--- config.mk ---
export PLATFORM = sky130hd
export DESIGN_NAME = partition_fit_allocator
export DESIGN_NICKNAME = d
export VERILOG_FILES = /design/src/hdl/pfa_pkg.sv /design/src/hdl/pfa_cell.sv /design/src/hdl/partition_fit_allocator.sv
export SDC_FILE = /design/constraint.sdc
export NUM_CORES = 2
export LEC_CHECK = 0
export BUFFER_PORTS_ARGS = -buffer_cell sky130_fd_sc_hd__buf_4
export CAP_MARGIN = 10
export CORE_MARGIN = 5
export CORE_UTILIZATION = 60
export DETAILED_ROUTE_END_ITERATION = 7
export GPL_TIMING_DRIVEN = 0
export MAX_ROUTING_LAYER = met4
export PLACE_DENSITY = 0.76
export SETUP_SLACK_MARGIN = 0.3
export SKIP_LAST_GASP = 1
export SLEW_MARGIN = 0
export SYNTH_ARGS = -nofsm -noshare
export SYNTH_HDL_FRONTEND = slang
export SYNTH_SLANG_ARGS = --single-unit
--- constraint.sdc ---
create_clock -name clk -period 9.35 [get_ports clk]
set_input_delay 0.4675 -clock clk [delete_from_list [all_inputs] [get_ports clk]]
set_output_delay 0.4675 -clock clk [all_outputs]
set_load 0.05 [all_outputs]
--- src/hdl/pfa_pkg.sv ---
// ----------------------------------------------------------------------------
// pfa_pkg
// shared types and constants of the partition fit allocator
// ----------------------------------------------------------------------------
`timescale 1ns / 1ps

package pfa_pkg;

    localparam int PARTITIONS_DEF = 16;
    localparam int SIZE_BITS_DEF  = 16;

    localparam int AMOUNT_W   = 16;
    localparam int INDEX_W    = 4;
    localparam int MODE_W     = 2;
    localparam int COUNT_W    = 5;
    localparam int CFG_IDX_W  = 1;
    localparam int CFG_DATA_W = 5;

    typedef enum logic [MODE_W-1:0] {
        FIT_FIRST = 2'd0,
        FIT_BEST  = 2'd1,
        FIT_WORST = 2'd2,
        FIT_NEXT  = 2'd3
    } fit_mode_t;

    typedef enum logic {
        OP_LOAD  = 1'b0,
        OP_ALLOC = 1'b1
    } op_t;

    localparam logic [CFG_IDX_W-1:0] CFG_FIT_MODE   = 1'b0;
    localparam logic [CFG_IDX_W-1:0] CFG_PART_COUNT = 1'b1;

    typedef struct packed {
        logic valid;
        logic found;
        logic hi_found;
    } tok_flags_t;

endpackage

--- src/hdl/pfa_cell.sv ---
// ----------------------------------------------------------------------------
// pfa_cell
// one partition: holds its capacity and updates the passing search token
// ----------------------------------------------------------------------------
`timescale 1ns / 1ps

module pfa_cell #(
    parameter int CELL_INDEX = 0,
    parameter int PARTITIONS = pfa_pkg::PARTITIONS_DEF,
    parameter int SIZE_BITS  = pfa_pkg::SIZE_BITS_DEF,
    localparam int IDX_W     = (PARTITIONS > 1) ? $clog2(PARTITIONS) : 1,
    localparam int CNT_W     = $clog2(PARTITIONS + 1),
    localparam int WIDX_W    = (IDX_W > pfa_pkg::INDEX_W) ? IDX_W : pfa_pkg::INDEX_W,
    localparam int CMP_W     = (SIZE_BITS > pfa_pkg::AMOUNT_W) ? SIZE_BITS : pfa_pkg::AMOUNT_W
) (
    input  logic                            clk,
    input  logic                            rst_n,
    input  pfa_pkg::fit_mode_t              fit_mode,
    input  logic [CNT_W-1:0]                count_in_use,
    input  logic [IDX_W-1:0]                next_ptr,
    input  logic                            wr_en,
    input  logic [WIDX_W-1:0]               wr_index,
    input  logic [SIZE_BITS-1:0]            wr_value,
    input  pfa_pkg::tok_flags_t             flags_in,
    input  logic [pfa_pkg::AMOUNT_W-1:0]    amount_in,
    input  logic [IDX_W-1:0]                best_index_in,
    input  logic [SIZE_BITS-1:0]            best_cap_in,
    input  logic [IDX_W-1:0]                hi_index_in,
    input  logic [SIZE_BITS-1:0]            hi_cap_in,
    output pfa_pkg::tok_flags_t             flags_out,
    output logic [pfa_pkg::AMOUNT_W-1:0]    amount_out,
    output logic [IDX_W-1:0]                best_index_out,
    output logic [SIZE_BITS-1:0]            best_cap_out,
    output logic [IDX_W-1:0]                hi_index_out,
    output logic [SIZE_BITS-1:0]            hi_cap_out
);

    logic [SIZE_BITS-1:0]         cap_reg, cap_next;
    pfa_pkg::tok_flags_t          flags_reg, flags_next;
    logic [pfa_pkg::AMOUNT_W-1:0] amount_reg;
    logic [IDX_W-1:0]             best_index_reg, best_index_next;
    logic [SIZE_BITS-1:0]         best_cap_reg, best_cap_next;
    logic [IDX_W-1:0]             hi_index_reg, hi_index_next;
    logic [SIZE_BITS-1:0]         hi_cap_reg, hi_cap_next;

    logic in_use;
    logic fits;
    logic beyond_ptr;
    logic better;
    logic take_best;
    logic take_hi;

    assign in_use     = CNT_W'(CELL_INDEX) < count_in_use;
    assign fits       = in_use && (CMP_W'(cap_reg) >= CMP_W'(amount_in));
    assign beyond_ptr = IDX_W'(CELL_INDEX) >= next_ptr;

    always_comb
    begin
        unique case (fit_mode)
            pfa_pkg::FIT_FIRST: better = 1'b0;
            pfa_pkg::FIT_BEST:  better = cap_reg < best_cap_in;
            pfa_pkg::FIT_WORST: better = cap_reg > best_cap_in;
            pfa_pkg::FIT_NEXT:  better = 1'b0;
            default:            better = 1'b0;
        endcase
    end

    assign take_best = fits && (!flags_in.found || better);
    assign take_hi   = fits && beyond_ptr && !flags_in.hi_found;

    always_comb
    begin
        cap_next = cap_reg;
        if (wr_en && (wr_index == WIDX_W'(CELL_INDEX)))
        begin
            cap_next = wr_value;
        end
    end

    always_comb
    begin
        flags_next          = flags_reg;
        flags_next.valid    = flags_in.valid;
        best_index_next     = best_index_in;
        best_cap_next       = best_cap_in;
        hi_index_next       = hi_index_in;
        hi_cap_next         = hi_cap_in;
        if (flags_in.valid)
        begin
            flags_next.found    = flags_in.found | take_best;
            flags_next.hi_found = flags_in.hi_found | take_hi;
        end
        if (take_best)
        begin
            best_index_next = IDX_W'(CELL_INDEX);
            best_cap_next   = cap_reg;
        end
        if (take_hi)
        begin
            hi_index_next = IDX_W'(CELL_INDEX);
            hi_cap_next   = cap_reg;
        end
    end

    always_ff @(posedge clk or negedge rst_n)
    begin
        if (!rst_n)
        begin
            cap_reg   <= '0;
            flags_reg <= '0;
        end
        else
        begin
            cap_reg   <= cap_next;
            flags_reg <= flags_next;
        end
    end

    always_ff @(posedge clk)
    begin
        if (flags_in.valid)
        begin
            amount_reg     <= amount_in;
            best_index_reg <= best_index_next;
            best_cap_reg   <= best_cap_next;
            hi_index_reg   <= hi_index_next;
            hi_cap_reg     <= hi_cap_next;
        end
    end

    assign flags_out      = flags_reg;
    assign amount_out     = amount_reg;
    assign best_index_out = best_index_reg;
    assign best_cap_out   = best_cap_reg;
    assign hi_index_out   = hi_index_reg;
    assign hi_cap_out     = hi_cap_reg;

endmodule

--- src/hdl/partition_fit_allocator.sv ---
// ----------------------------------------------------------------------------
// partition_fit_allocator
// partition table with first, best, worst and next fit job placement
// ----------------------------------------------------------------------------
// channel  | handshake            | payload
// ---------+----------------------+----------------------------------------------
// in       | in_valid / in_stall  | operation, partition_index, amount, last_job
// out      | out_valid / out_stall| assigned, chosen_partition, remaining_capacity
// cfg      | cfg_valid / cfg_ready| cfg_index, cfg_data
//
// a load writes its capacity when accepted and is followed by the next at once
// during an allocate transaction a search token walks the row of cells, one cell
// per cycle, then the write state writes the chosen capacity back
// reset clears every capacity and the next fit pointer and resets the control registers
// a stalled result waits in the output register; the next item is accepted
// meanwhile and its write-back waits until the result has left
`timescale 1ns / 1ps

module partition_fit_allocator #(
    parameter int PARTITIONS = pfa_pkg::PARTITIONS_DEF,
    parameter int SIZE_BITS  = pfa_pkg::SIZE_BITS_DEF
) (
    input  logic                              clk,
    input  logic                              rst_n,
    input  logic                              in_valid,
    output logic                              in_stall,
    input  logic                              operation,
    input  logic [pfa_pkg::INDEX_W-1:0]       partition_index,
    input  logic [pfa_pkg::AMOUNT_W-1:0]      amount,
    input  logic                              last_job,
    output logic                              out_valid,
    input  logic                              out_stall,
    output logic                              assigned,
    output logic [pfa_pkg::INDEX_W-1:0]       chosen_partition,
    output logic [pfa_pkg::AMOUNT_W-1:0]      remaining_capacity,
    input  logic                              cfg_valid,
    output logic                              cfg_ready,
    input  logic [pfa_pkg::CFG_IDX_W-1:0]     cfg_index,
    input  logic [pfa_pkg::CFG_DATA_W-1:0]    cfg_data
);

    localparam int IDX_W  = (PARTITIONS > 1) ? $clog2(PARTITIONS) : 1;
    localparam int CNT_W  = $clog2(PARTITIONS + 1);
    localparam int WIDX_W = (IDX_W > pfa_pkg::INDEX_W) ? IDX_W : pfa_pkg::INDEX_W;
    localparam int CMP_W  = (SIZE_BITS > pfa_pkg::AMOUNT_W) ? SIZE_BITS : pfa_pkg::AMOUNT_W;
    localparam int CNTC_W = (CNT_W > pfa_pkg::COUNT_W) ? CNT_W : pfa_pkg::COUNT_W;

    typedef enum logic [2:0] {
        ST_IDLE  = 3'b001,
        ST_SCAN  = 3'b010,
        ST_WRITE = 3'b100
    } state_t;

    state_t                          state_reg, state_next;
    pfa_pkg::fit_mode_t              fit_mode_reg, fit_mode_next;
    logic [pfa_pkg::COUNT_W-1:0]     partition_count_reg, partition_count_next;
    logic [IDX_W-1:0]                ptr_reg, ptr_next;
    logic                            last_reg, last_next;
    logic                            out_valid_reg, out_valid_next;
    logic                            out_assigned_reg, out_assigned_next;
    logic [pfa_pkg::INDEX_W-1:0]     out_chosen_reg, out_chosen_next;
    logic [pfa_pkg::AMOUNT_W-1:0]    out_remaining_reg, out_remaining_next;

    logic                            in_fire;
    logic                            is_alloc;
    logic                            out_free;
    logic [CNT_W-1:0]                count_in_use;

    logic                            wr_en;
    logic [WIDX_W-1:0]               wr_index;
    logic [SIZE_BITS-1:0]            wr_value;
    logic [CMP_W-1:0]                load_wide;

    pfa_pkg::tok_flags_t             chain_flags      [0:PARTITIONS];
    logic [pfa_pkg::AMOUNT_W-1:0]    chain_amount     [0:PARTITIONS];
    logic [IDX_W-1:0]                chain_best_index [0:PARTITIONS];
    logic [SIZE_BITS-1:0]            chain_best_cap   [0:PARTITIONS];
    logic [IDX_W-1:0]                chain_hi_index   [0:PARTITIONS];
    logic [SIZE_BITS-1:0]            chain_hi_cap     [0:PARTITIONS];

    pfa_pkg::tok_flags_t             end_flags;
    logic                            use_hi;
    logic [IDX_W-1:0]                pick_index;
    logic [SIZE_BITS-1:0]            pick_cap;
    logic [SIZE_BITS-1:0]            pick_rem;
    logic [CMP_W-1:0]                rem_wide;
    logic [WIDX_W-1:0]               pick_wide;
    logic [CNT_W-1:0]                pick_plus;

    assign in_fire   = in_valid && !in_stall;
    assign is_alloc  = pfa_pkg::op_t'(operation) == pfa_pkg::OP_ALLOC;
    assign out_free  = !out_valid_reg || !out_stall;
    assign in_stall  = state_reg != ST_IDLE;
    assign cfg_ready = 1'b1;

    assign count_in_use = (CNTC_W'(partition_count_reg) > CNTC_W'(PARTITIONS))
                        ? CNT_W'(PARTITIONS) : CNT_W'(partition_count_reg);

    // search token enters the first cell
    always_comb
    begin
        chain_flags[0]          = '0;
        chain_flags[0].valid    = in_fire && is_alloc;
        chain_amount[0]         = amount;
        chain_best_index[0]     = '0;
        chain_best_cap[0]       = '0;
        chain_hi_index[0]       = '0;
        chain_hi_cap[0]         = '0;
    end

    for (genvar g = 0; g < PARTITIONS; g++)
    begin : g_cell
        pfa_cell #(
            .CELL_INDEX (g),
            .PARTITIONS (PARTITIONS),
            .SIZE_BITS  (SIZE_BITS)
        ) u_cell (
            .clk            (clk),
            .rst_n          (rst_n),
            .fit_mode       (fit_mode_reg),
            .count_in_use   (count_in_use),
            .next_ptr       (ptr_reg),
            .wr_en          (wr_en),
            .wr_index       (wr_index),
            .wr_value       (wr_value),
            .flags_in       (chain_flags[g]),
            .amount_in      (chain_amount[g]),
            .best_index_in  (chain_best_index[g]),
            .best_cap_in    (chain_best_cap[g]),
            .hi_index_in    (chain_hi_index[g]),
            .hi_cap_in      (chain_hi_cap[g]),
            .flags_out      (chain_flags[g+1]),
            .amount_out     (chain_amount[g+1]),
            .best_index_out (chain_best_index[g+1]),
            .best_cap_out   (chain_best_cap[g+1]),
            .hi_index_out   (chain_hi_index[g+1]),
            .hi_cap_out     (chain_hi_cap[g+1])
        );
    end

    // pick from the token that left the last cell
    assign end_flags  = chain_flags[PARTITIONS];
    assign use_hi     = (fit_mode_reg == pfa_pkg::FIT_NEXT) && end_flags.hi_found;
    assign pick_index = use_hi ? chain_hi_index[PARTITIONS] : chain_best_index[PARTITIONS];
    assign pick_cap   = use_hi ? chain_hi_cap[PARTITIONS] : chain_best_cap[PARTITIONS];
    assign pick_rem   = pick_cap - SIZE_BITS'(chain_amount[PARTITIONS]);
    assign rem_wide   = CMP_W'(pick_rem);
    assign pick_wide  = WIDX_W'(pick_index);
    assign pick_plus  = CNT_W'(pick_index) + CNT_W'(1);
    assign load_wide  = CMP_W'(amount);

    always_comb
    begin
        state_next           = state_reg;
        fit_mode_next        = fit_mode_reg;
        partition_count_next = partition_count_reg;
        ptr_next             = ptr_reg;
        last_next            = last_reg;
        out_valid_next       = out_valid_reg;
        out_assigned_next    = out_assigned_reg;
        out_chosen_next      = out_chosen_reg;
        out_remaining_next   = out_remaining_reg;
        wr_en                = 1'b0;
        wr_index             = WIDX_W'(partition_index);
        wr_value             = load_wide[SIZE_BITS-1:0];

        if (cfg_valid && cfg_ready)
        begin
            if (cfg_index == pfa_pkg::CFG_FIT_MODE)
            begin
                fit_mode_next = pfa_pkg::fit_mode_t'(cfg_data[pfa_pkg::MODE_W-1:0]);
            end
            else if (cfg_index == pfa_pkg::CFG_PART_COUNT)
            begin
                partition_count_next = cfg_data[pfa_pkg::COUNT_W-1:0];
            end
        end

        if (out_valid_reg && !out_stall)
        begin
            out_valid_next = 1'b0;
        end

        unique case (state_reg)
            ST_IDLE:
            begin
                if (in_fire)
                begin
                    if (is_alloc)
                    begin
                        last_next  = last_job;
                        state_next = ST_SCAN;
                    end
                    else
                    begin
                        wr_en = 1'b1;
                        if (last_job)
                        begin
                            ptr_next = '0;
                        end
                    end
                end
            end
            ST_SCAN:
            begin
                if (end_flags.valid)
                begin
                    state_next = ST_WRITE;
                end
            end
            ST_WRITE:
            begin
                if (out_free)
                begin
                    out_valid_next = 1'b1;
                    if (end_flags.found)
                    begin
                        wr_en              = 1'b1;
                        wr_index           = pick_wide;
                        wr_value           = pick_rem;
                        out_assigned_next  = 1'b1;
                        out_chosen_next    = pick_wide[pfa_pkg::INDEX_W-1:0];
                        out_remaining_next = rem_wide[pfa_pkg::AMOUNT_W-1:0];
                        if (fit_mode_reg == pfa_pkg::FIT_NEXT)
                        begin
                            ptr_next = (pick_plus >= count_in_use) ? '0 : IDX_W'(pick_plus);
                        end
                    end
                    else
                    begin
                        out_assigned_next  = 1'b0;
                        out_chosen_next    = '0;
                        out_remaining_next = '0;
                    end
                    if (last_reg)
                    begin
                        ptr_next = '0;
                    end
                    state_next = ST_IDLE;
                end
            end
            default:
            begin
                state_next = ST_IDLE;
            end
        endcase
    end

    always_ff @(posedge clk or negedge rst_n)
    begin
        if (!rst_n)
        begin
            state_reg           <= ST_IDLE;
            fit_mode_reg        <= pfa_pkg::FIT_FIRST;
            partition_count_reg <= pfa_pkg::COUNT_W'(16);
            ptr_reg             <= '0;
            last_reg            <= 1'b0;
            out_valid_reg       <= 1'b0;
        end
        else
        begin
            state_reg           <= state_next;
            fit_mode_reg        <= fit_mode_next;
            partition_count_reg <= partition_count_next;
            ptr_reg             <= ptr_next;
            last_reg            <= last_next;
            out_valid_reg       <= out_valid_next;
        end
    end

    always_ff @(posedge clk)
    begin
        out_assigned_reg  <= out_assigned_next;
        out_chosen_reg    <= out_chosen_next;
        out_remaining_reg <= out_remaining_next;
    end

    assign out_valid          = out_valid_reg;
    assign assigned           = out_assigned_reg;
    assign chosen_partition   = out_chosen_reg;
    assign remaining_capacity = out_remaining_reg;

endmodule

# --- After elaboration in Yosys (flattened, before gate mapping) ---
# Cells that the tools add are included.
word_totals:
  regBits: 1207
  inputBits: 33
  output_inout_bits: 24
  word_cells: 511
op_classes:
  n_addsub: 2
  magnitude_cmp: 80
  eq_ne: 30
  muxes: 76
  bitwise: 31
  n_reduce_logical: 141
op_table:
  columns: ["operator", "n"]
  rows:
  - ["16-bit 2-to-1 mux", 34]
  - ["16-bit greater-or-equal comparator", 16]
  - ["16-bit greater-than comparator", 15]
  - ["16-bit < comparator", 15]
  - ["1-bit logical AND", 82]
  - ["4-bit 2-to-1 mux", 12]
  - ["1-bit case mux with 3 select lines", 15]
  - ["4-bit by 5-bit < comparator with 1-bit output (first input constant)", 8]
  - ["1-bit logical NOT", 33]
  - ["4-bit equality test (second input constant)", 8]
  - ["4-bit greater-or-equal comparator (first input constant)", 8]
  - ["1-bit bitwise OR", 30]
  - ["3-bit by 5-bit < comparator with 1-bit output (first input constant)", 4]
  - ["4-bit by 3-bit equality test with 1-bit output (second input constant)", 4]
  - ["3-bit by 4-bit greater-or-equal comparator with 1-bit output (first input constant)", 4]
  - ["1-bit logical OR", 16]
  - ["16-bit subtractor", 1]
  - ["3-bit 2-to-1 mux", 4]
  - ["1-bit by 5-bit < comparator with 1-bit output (first input constant)", 2]
  - ["2-bit by 5-bit < comparator with 1-bit output (first input constant)", 2]
  - ["2-bit != test (second input constant)", 5]
  - ["3-bit case mux with 3 select lines", 1]
  - ["4-bit by 2-bit equality test with 1-bit output (second input constant)", 2]
  - ["1-bit by 4-bit greater-or-equal comparator with 1-bit output (first input constant)", 2]
  - ["other kinds (27)", 37]

# --- Depth between registers and ports, before layout ---
depth:
  ltp_word: 11
  depth_mapped: 16
  mapped_depth_nobuf: 11

# --- Modules after synthesis ---
# From an unflattened synthesis, not the netlist that was laid out.
unflattened:
  hier_cells: 4616
  hier_area_um2: 62648.8
by_module_without_submodules:
  columns: ["module", "instances", "cells_per_inst", "area_per_inst_um2", "seq_area_each_um2"]
  rows:
  - ["pfa_cell (g_cell[7].u_cell)", 1, 271, 3793.6, 2157.1]
  - ["pfa_cell (g_cell[9].u_cell)", 1, 267, 3788.6, 2157.1]
  - ["pfa_cell (g_cell[11].u_cell)", 1, 265, 3784.9, 2157.1]
  - ["pfa_cell (g_cell[13].u_cell)", 1, 266, 3784.9, 2157.1]
  - ["pfa_cell (g_cell[10].u_cell)", 1, 266, 3763.6, 2157.1]
  - ["pfa_cell (g_cell[0].u_cell)", 1, 262, 3748.6, 2157.1]
  - ["pfa_cell (g_cell[4].u_cell)", 1, 265, 3746.1, 2157.1]
  - ["pfa_cell (g_cell[1].u_cell)", 1, 269, 3744.8, 2157.1]
  - ["pfa_cell (g_cell[3].u_cell)", 1, 261, 3739.8, 2157.1]
  - ["pfa_cell (g_cell[5].u_cell)", 1, 265, 3734.8, 2157.1]
  - ["pfa_cell (g_cell[15].u_cell)", 1, 260, 3717.3, 2157.1]
  - ["pfa_cell (g_cell[12].u_cell)", 1, 283, 3683.5, 2157.1]
  - ["pfa_cell (g_cell[2].u_cell)", 1, 284, 3681.0, 2157.1]
  - ["pfa_cell (g_cell[6].u_cell)", 1, 279, 3669.8, 2157.1]
  - ["3 more rows", null, null, null, null]

# --- Least setup slack after synthesis ---
# Ideal clock, no wire load.
synth_path:
  path_kind: "reg-to-reg"
  from: "reg fit_mode_reg[1]"
  to: "reg g_cell[10].u_cell.cap_reg[14]"
  setup_time_ns: 0.125
  arrival_ns: 4.030
  required_ns: 9.225
  slack_ns: 5.196
  path_stages_with_launch: 16
  n_path_buf: 5
  period_less_slack_ns: 4.154
  path_cell_list: "dfrtp_1 > nand3_1 > buf_2 > buf_6 > clkbuf_1 > buf_1 > mux2_2 > ha_1 > a21o_1 > a221o_1 > a31o_2 > o31ai_1 > xor2_1 > o21ai_1 > buf_2 > mux2_2"
synth_via:
  elab_chain_len: 8
  word_cells_on_any_way: 13
  cone_classes: "1 x add/sub; 2 x eq/ne; 8 x mux; 2 x reduce/logical"
synth_lines:
  columns: ["item", "line_no", "rtl"]
  rows:
  - ["start: declaration", "partition_fit_allocator.sv:55", "pfa_pkg::fit_mode_t fit_mode_reg, fit_mode_next;"]
  - ["start signal: assignment", "partition_fit_allocator.sv:254", "fit_mode_reg <= pfa_pkg::FIT_FIRST;"]
  - ["start signal: assignment", "partition_fit_allocator.sv:263", "fit_mode_reg <= fit_mode_next;"]
  - ["2-bit equality test (*)", "partition_fit_allocator.sv:143", "assign use_hi = (fit_mode_reg == pfa_pkg::FIT_NEXT) && end_flags.hi_found;"]
  - ["1-bit logical AND (*)", "partition_fit_allocator.sv:143", null]
  - ["branches (longest 6 deep; another with 16-bit subtractor)", null, null]
  - ["end signal: assignment", "pfa_cell.sv:114", "cap_reg <= cap_next;"]
  - ["end: declaration", "pfa_cell.sv:38", "logic [SIZE_BITS-1:0] cap_reg, cap_next;"]
# Mark *: on every way between the ends.
# A chain may end at the register's enable or synchronous reset.

# --- Worst setup path after layout ---
layout_path:
  from: "reg fit_mode_reg[1]"
  to: "reg g_cell[10].u_cell.cap_reg[13]"
# Same word-level chain as after synthesis.

==> flow_metrics.env <==
export IMPL_period_share_pct=72.2
export IMPL_reg2reg_depth=15
export IMPL_dieHeight_um=325
export IMPL_finalPower_uw=14500
export IMPL_utilization_pct=67.9
export IMPL_p_sw_share_pct=28.0
export IMPL_vias=37000
export IMPL_ys_types=85
export IMPL_async_flop_share_pct=26.5
export IMPL_rsz0062_at_grt="no"
export IMPL_die_width_um=325
export IMPL_synth_area_top_cells="edfxtp_1, dfrtp_1, mux2_2"
export IMPL_crit_slowest_cell="o41ai_1"
export IMPL_final_nets=5218
export IMPL_gp_congestion=0.923
export IMPL_synth_cells_most_frequent="edfxtp_1, mux2_2, inv_1, ha_1, dfrtp_1"
export IMPL_drt_iter0_drc=3623
export IMPL_clock_fmax_ghz=0.148
export IMPL_seqCellArea_mm2=0.0347
export IMPL_worstPathMaxFanout=10
export IMPL_rows=115
export IMPL_p_int_uw=10400
export IMPL_cp_data_arrival_time_ns=7.34
export IMPL_syn_nets=4984
export IMPL_synth_ff_type="edfxtp_1"
export IMPL_cpPeakStageDelay_ns=0.98
export IMPL_reg2reg_setup_slack_ns=2.60
export IMPL_drt_total_wl_um=158000
export IMPL_post_route_drc_count=0
export IMPL_cts_tree="done"
export IMPL_area_growth_pct=12.2
export IMPL_yosysTopAreaCell="edfxtp_1"
export IMPL_slew_headroom_pct=9.52
export IMPL_critPathKind="flop to flop"
export IMPL_drtPass1Iterations=6
export IMPL_drive_gt1_share_pct=24.1
export IMPL_worst_slack_ns=2.60
export IMPL_dp_hpwl_um=117000
export IMPL_antenna_found_initial=13
export IMPL_synth_top_area_share_pct=44.7
export IMPL_n_fill_cell=6771
export IMPL_ant_nets=0
export IMPL_tns_ns=0
export IMPL_path_common_cell="mux2_2"
export IMPL_ctsHtreeMaxLevel=3
export IMPL_synth_most_common_cell="edfxtp_1"
export IMPL_reg2reg_from="fit_mode_reg[1]"
export IMPL_cts_repair_resized=0
export IMPL_grt_pass1_wl_um=233000
export IMPL_synth_seq_area_share_pct=58.1
export IMPL_cts_sinks=1207
export IMPL_wl_per_cell_um=25.9
export IMPL_insertion_delay_ns=0.74
export IMPL_power_frac_comb_pct=17.1
export IMPL_period_needed_ns=6.75
export IMPL_fp_dieArea_mm2=0.106
export IMPL_grt_overflow_total=0
export IMPL_cts_buffer_depth=3
export IMPL_synth_area_mm2=0.0596
export IMPL_p_sw_uw=4050
export IMPL_vias_per_cell=6.09
export IMPL_power_per_cell_area_mw_per_mm2=216
export IMPL_timing_critical_path_to="g_cell[10].u_cell.cap_reg[13]"
export IMPL_cts_made_buffers=120
export IMPL_power_frac_seq_pct=47.7
export IMPL_core_area_mm2=0.0984
export IMPL_cp_end_kind="flop"
export IMPL_outcome="completed"
export IMPL_port_buffers=55
export IMPL_start_kind="flop"
export IMPL_cp_startpoint="fit_mode_reg[1]"
export IMPL_finalClockSkew_ns=0.0383
export IMPL_cap_violations=0
export IMPL_worst_pin_slew_ns=1.36
export IMPL_grt_max_degree=110
export IMPL_path_cells="nand3_1 -> buf_2 -> buf_6 -> clkbuf_1 -> buf_1 -> mux2_2 -> ha_1 -> o211ai_1 -> a21oi_1 -> o2111a_1 -> o41ai_1 -> o22ai_4 -> buf_16 -> clkbuf_2 -> mux2_2"
export IMPL_ys_ff_latch=1207
export IMPL_grt_pass1_vias=36800
export IMPL_slew_violations=0
export IMPL_max_vdd_ir_drop_mv=0.186
export IMPL_cts_root_buf="clkbuf_16"
export IMPL_timing_rr_end="g_cell[10].u_cell.cap_reg[13]"
export IMPL_multi_input_area_mm2=0.0225
export IMPL_hold_viol=0
export IMPL_synth_edff_count=887
export IMPL_leakage_uw=0.0285
export IMPL_ios=57
export IMPL_synthCells=4433
export IMPL_syn_avg_cell_area_um2=13.4
export IMPL_hold_path_class="input port to flop"
export IMPL_ys_warn_count=0
export IMPL_setup_viol=0
export IMPL_floorplan_initialDensity_pct=60.5
export IMPL_crit_required_ns=9.94
export IMPL_p_clk_share_pct=35.2
export IMPL_dp_slack_ns=2.75
export IMPL_clk_pin_slew_ns=0.06
export IMPL_grt_util_all_layers_pct=30.3
==> cells by family (layout without fill, tap and decap cells) <==
kind of cell,after synthesis,in the layout,synth area share (%)
AOI/OAI and AO/OA,620,620,6.54
buffers and inverters,643,985,4.22
and+or+nand+nor,709,709,6.37
other,1,14,0.00629
muxes,718,718,13.6
DFF,1207,1207,58.1
xor gates and xnor gates,17,17,0.250
adders and majority gates,518,518,10.9
==> power groups by stage <==
| stage | Sequential [uW] | Combinational, uW | Clock, uW |
|---|---|---|---|
| 2_1_floorplan | 6820 | 1630 | 0 |
| 5_1_grt | 6950 | 2750 | 5370 |
| 4_1_cts | 6880 | 2450 | 5150 |
| 6_report | 6900 | 2480 | 5090 |
| 3_5_place_dp | 6990 | 2410 | 0 |
| 3_3_place_gp | 7050 | 2180 | 0 |
==> worst max-delay path: cells and delay by family, from the launching register on <==
| kind | cells | cell delay, ns |
|---|---|---|
| compound gates | 5 | 1.93 |
| fa+ha+maj | 1 | 0.34 |
| buf+inv | 6 | 2.43 |
| flops | 1 | 0.61 |
| mux | 2 | 0.90 |
| simple gates | 1 | 0.36 |
==> routing by layer <==
layer | track usage, % | share of wire, %
met1 | 38.0 | 39
met2 | 48.8 | 48
met3 | 5.81 | 7.5
met4 | 13.1 | 4.9
met5 | - | 0
==> layout make-up <==
cell class	count	share of cell area (%)
Clock buffer	157	4.98
Clock inverter	73	1.32
Inverter	524	2.94
Multi-Input combinational cell	2583	33.7
Timing Repair Buffer	112	1.95
Tap cell	1287	2.41
Antenna cell	13	0.0487
Buffer	119	0.827
Sequential cell	1207	51.8
==> layout by cell type (no fill, tap or decap), types with 49 or more instances in the layout <==
cell       Yosys  final
a21o_1        49     49
inv_1        524    524
nand3_1       78     78
edfxtp_1     887    887
a21oi_1      232    230
nor2_1       115    114
dfrtp_1      318    303
ha_1         517    517
nand4_1       70     70
nand2_1      140    140
o21ai_0      117    111
and2_1        57     57
nor2b_1       57     57
clkbuf_1      58     73
nand2b_1      59     59
buf_2         51     51
buf_4          6     63
clkbuf_16      0    121
mux2_2       694    694
==> per-stage QoR <==
step	hold slack (ns)	std cells	cell area (um2)
6_report	0.0485	6075	66900
5_1_grt	0.0511	6073	66900
4_1_cts	0.0251	6061	66800
3_5_place_dp	0.432	5809	62400
3_3_place_gp	0.433	5775	61600
2_1_floorplan	0.172	4433	59600
==> worst min-delay path by stage <==
stage | start | end | slack, ns | cells past startpoint
2_1_floorplan | rst_n | fit_mode_reg[0] | 0.17 | 0
3_3_place_gp | g_cell[0].u_cell.amount_out[13] | g_cell[1].u_cell.amount_out[13] | 0.43 | 0
3_5_place_dp | g_cell[10].u_cell.amount_out[1] | g_cell[11].u_cell.amount_out[1] | 0.43 | 0
4_1_cts | out_stall | out_valid | 0.03 | 3
5_1_grt | out_stall | out_valid | 0.05 | 3
6_report | out_stall | out_valid | 0.05 | 3
==> timing repair <==
item,in CTS,in global routing
setup buffers,0,0
endpoints found under the hold margin,83,0
setup endpoints to repair,0,0
hold buffers,22,0
Note: power is estimated with default switching activity, not from simulation.
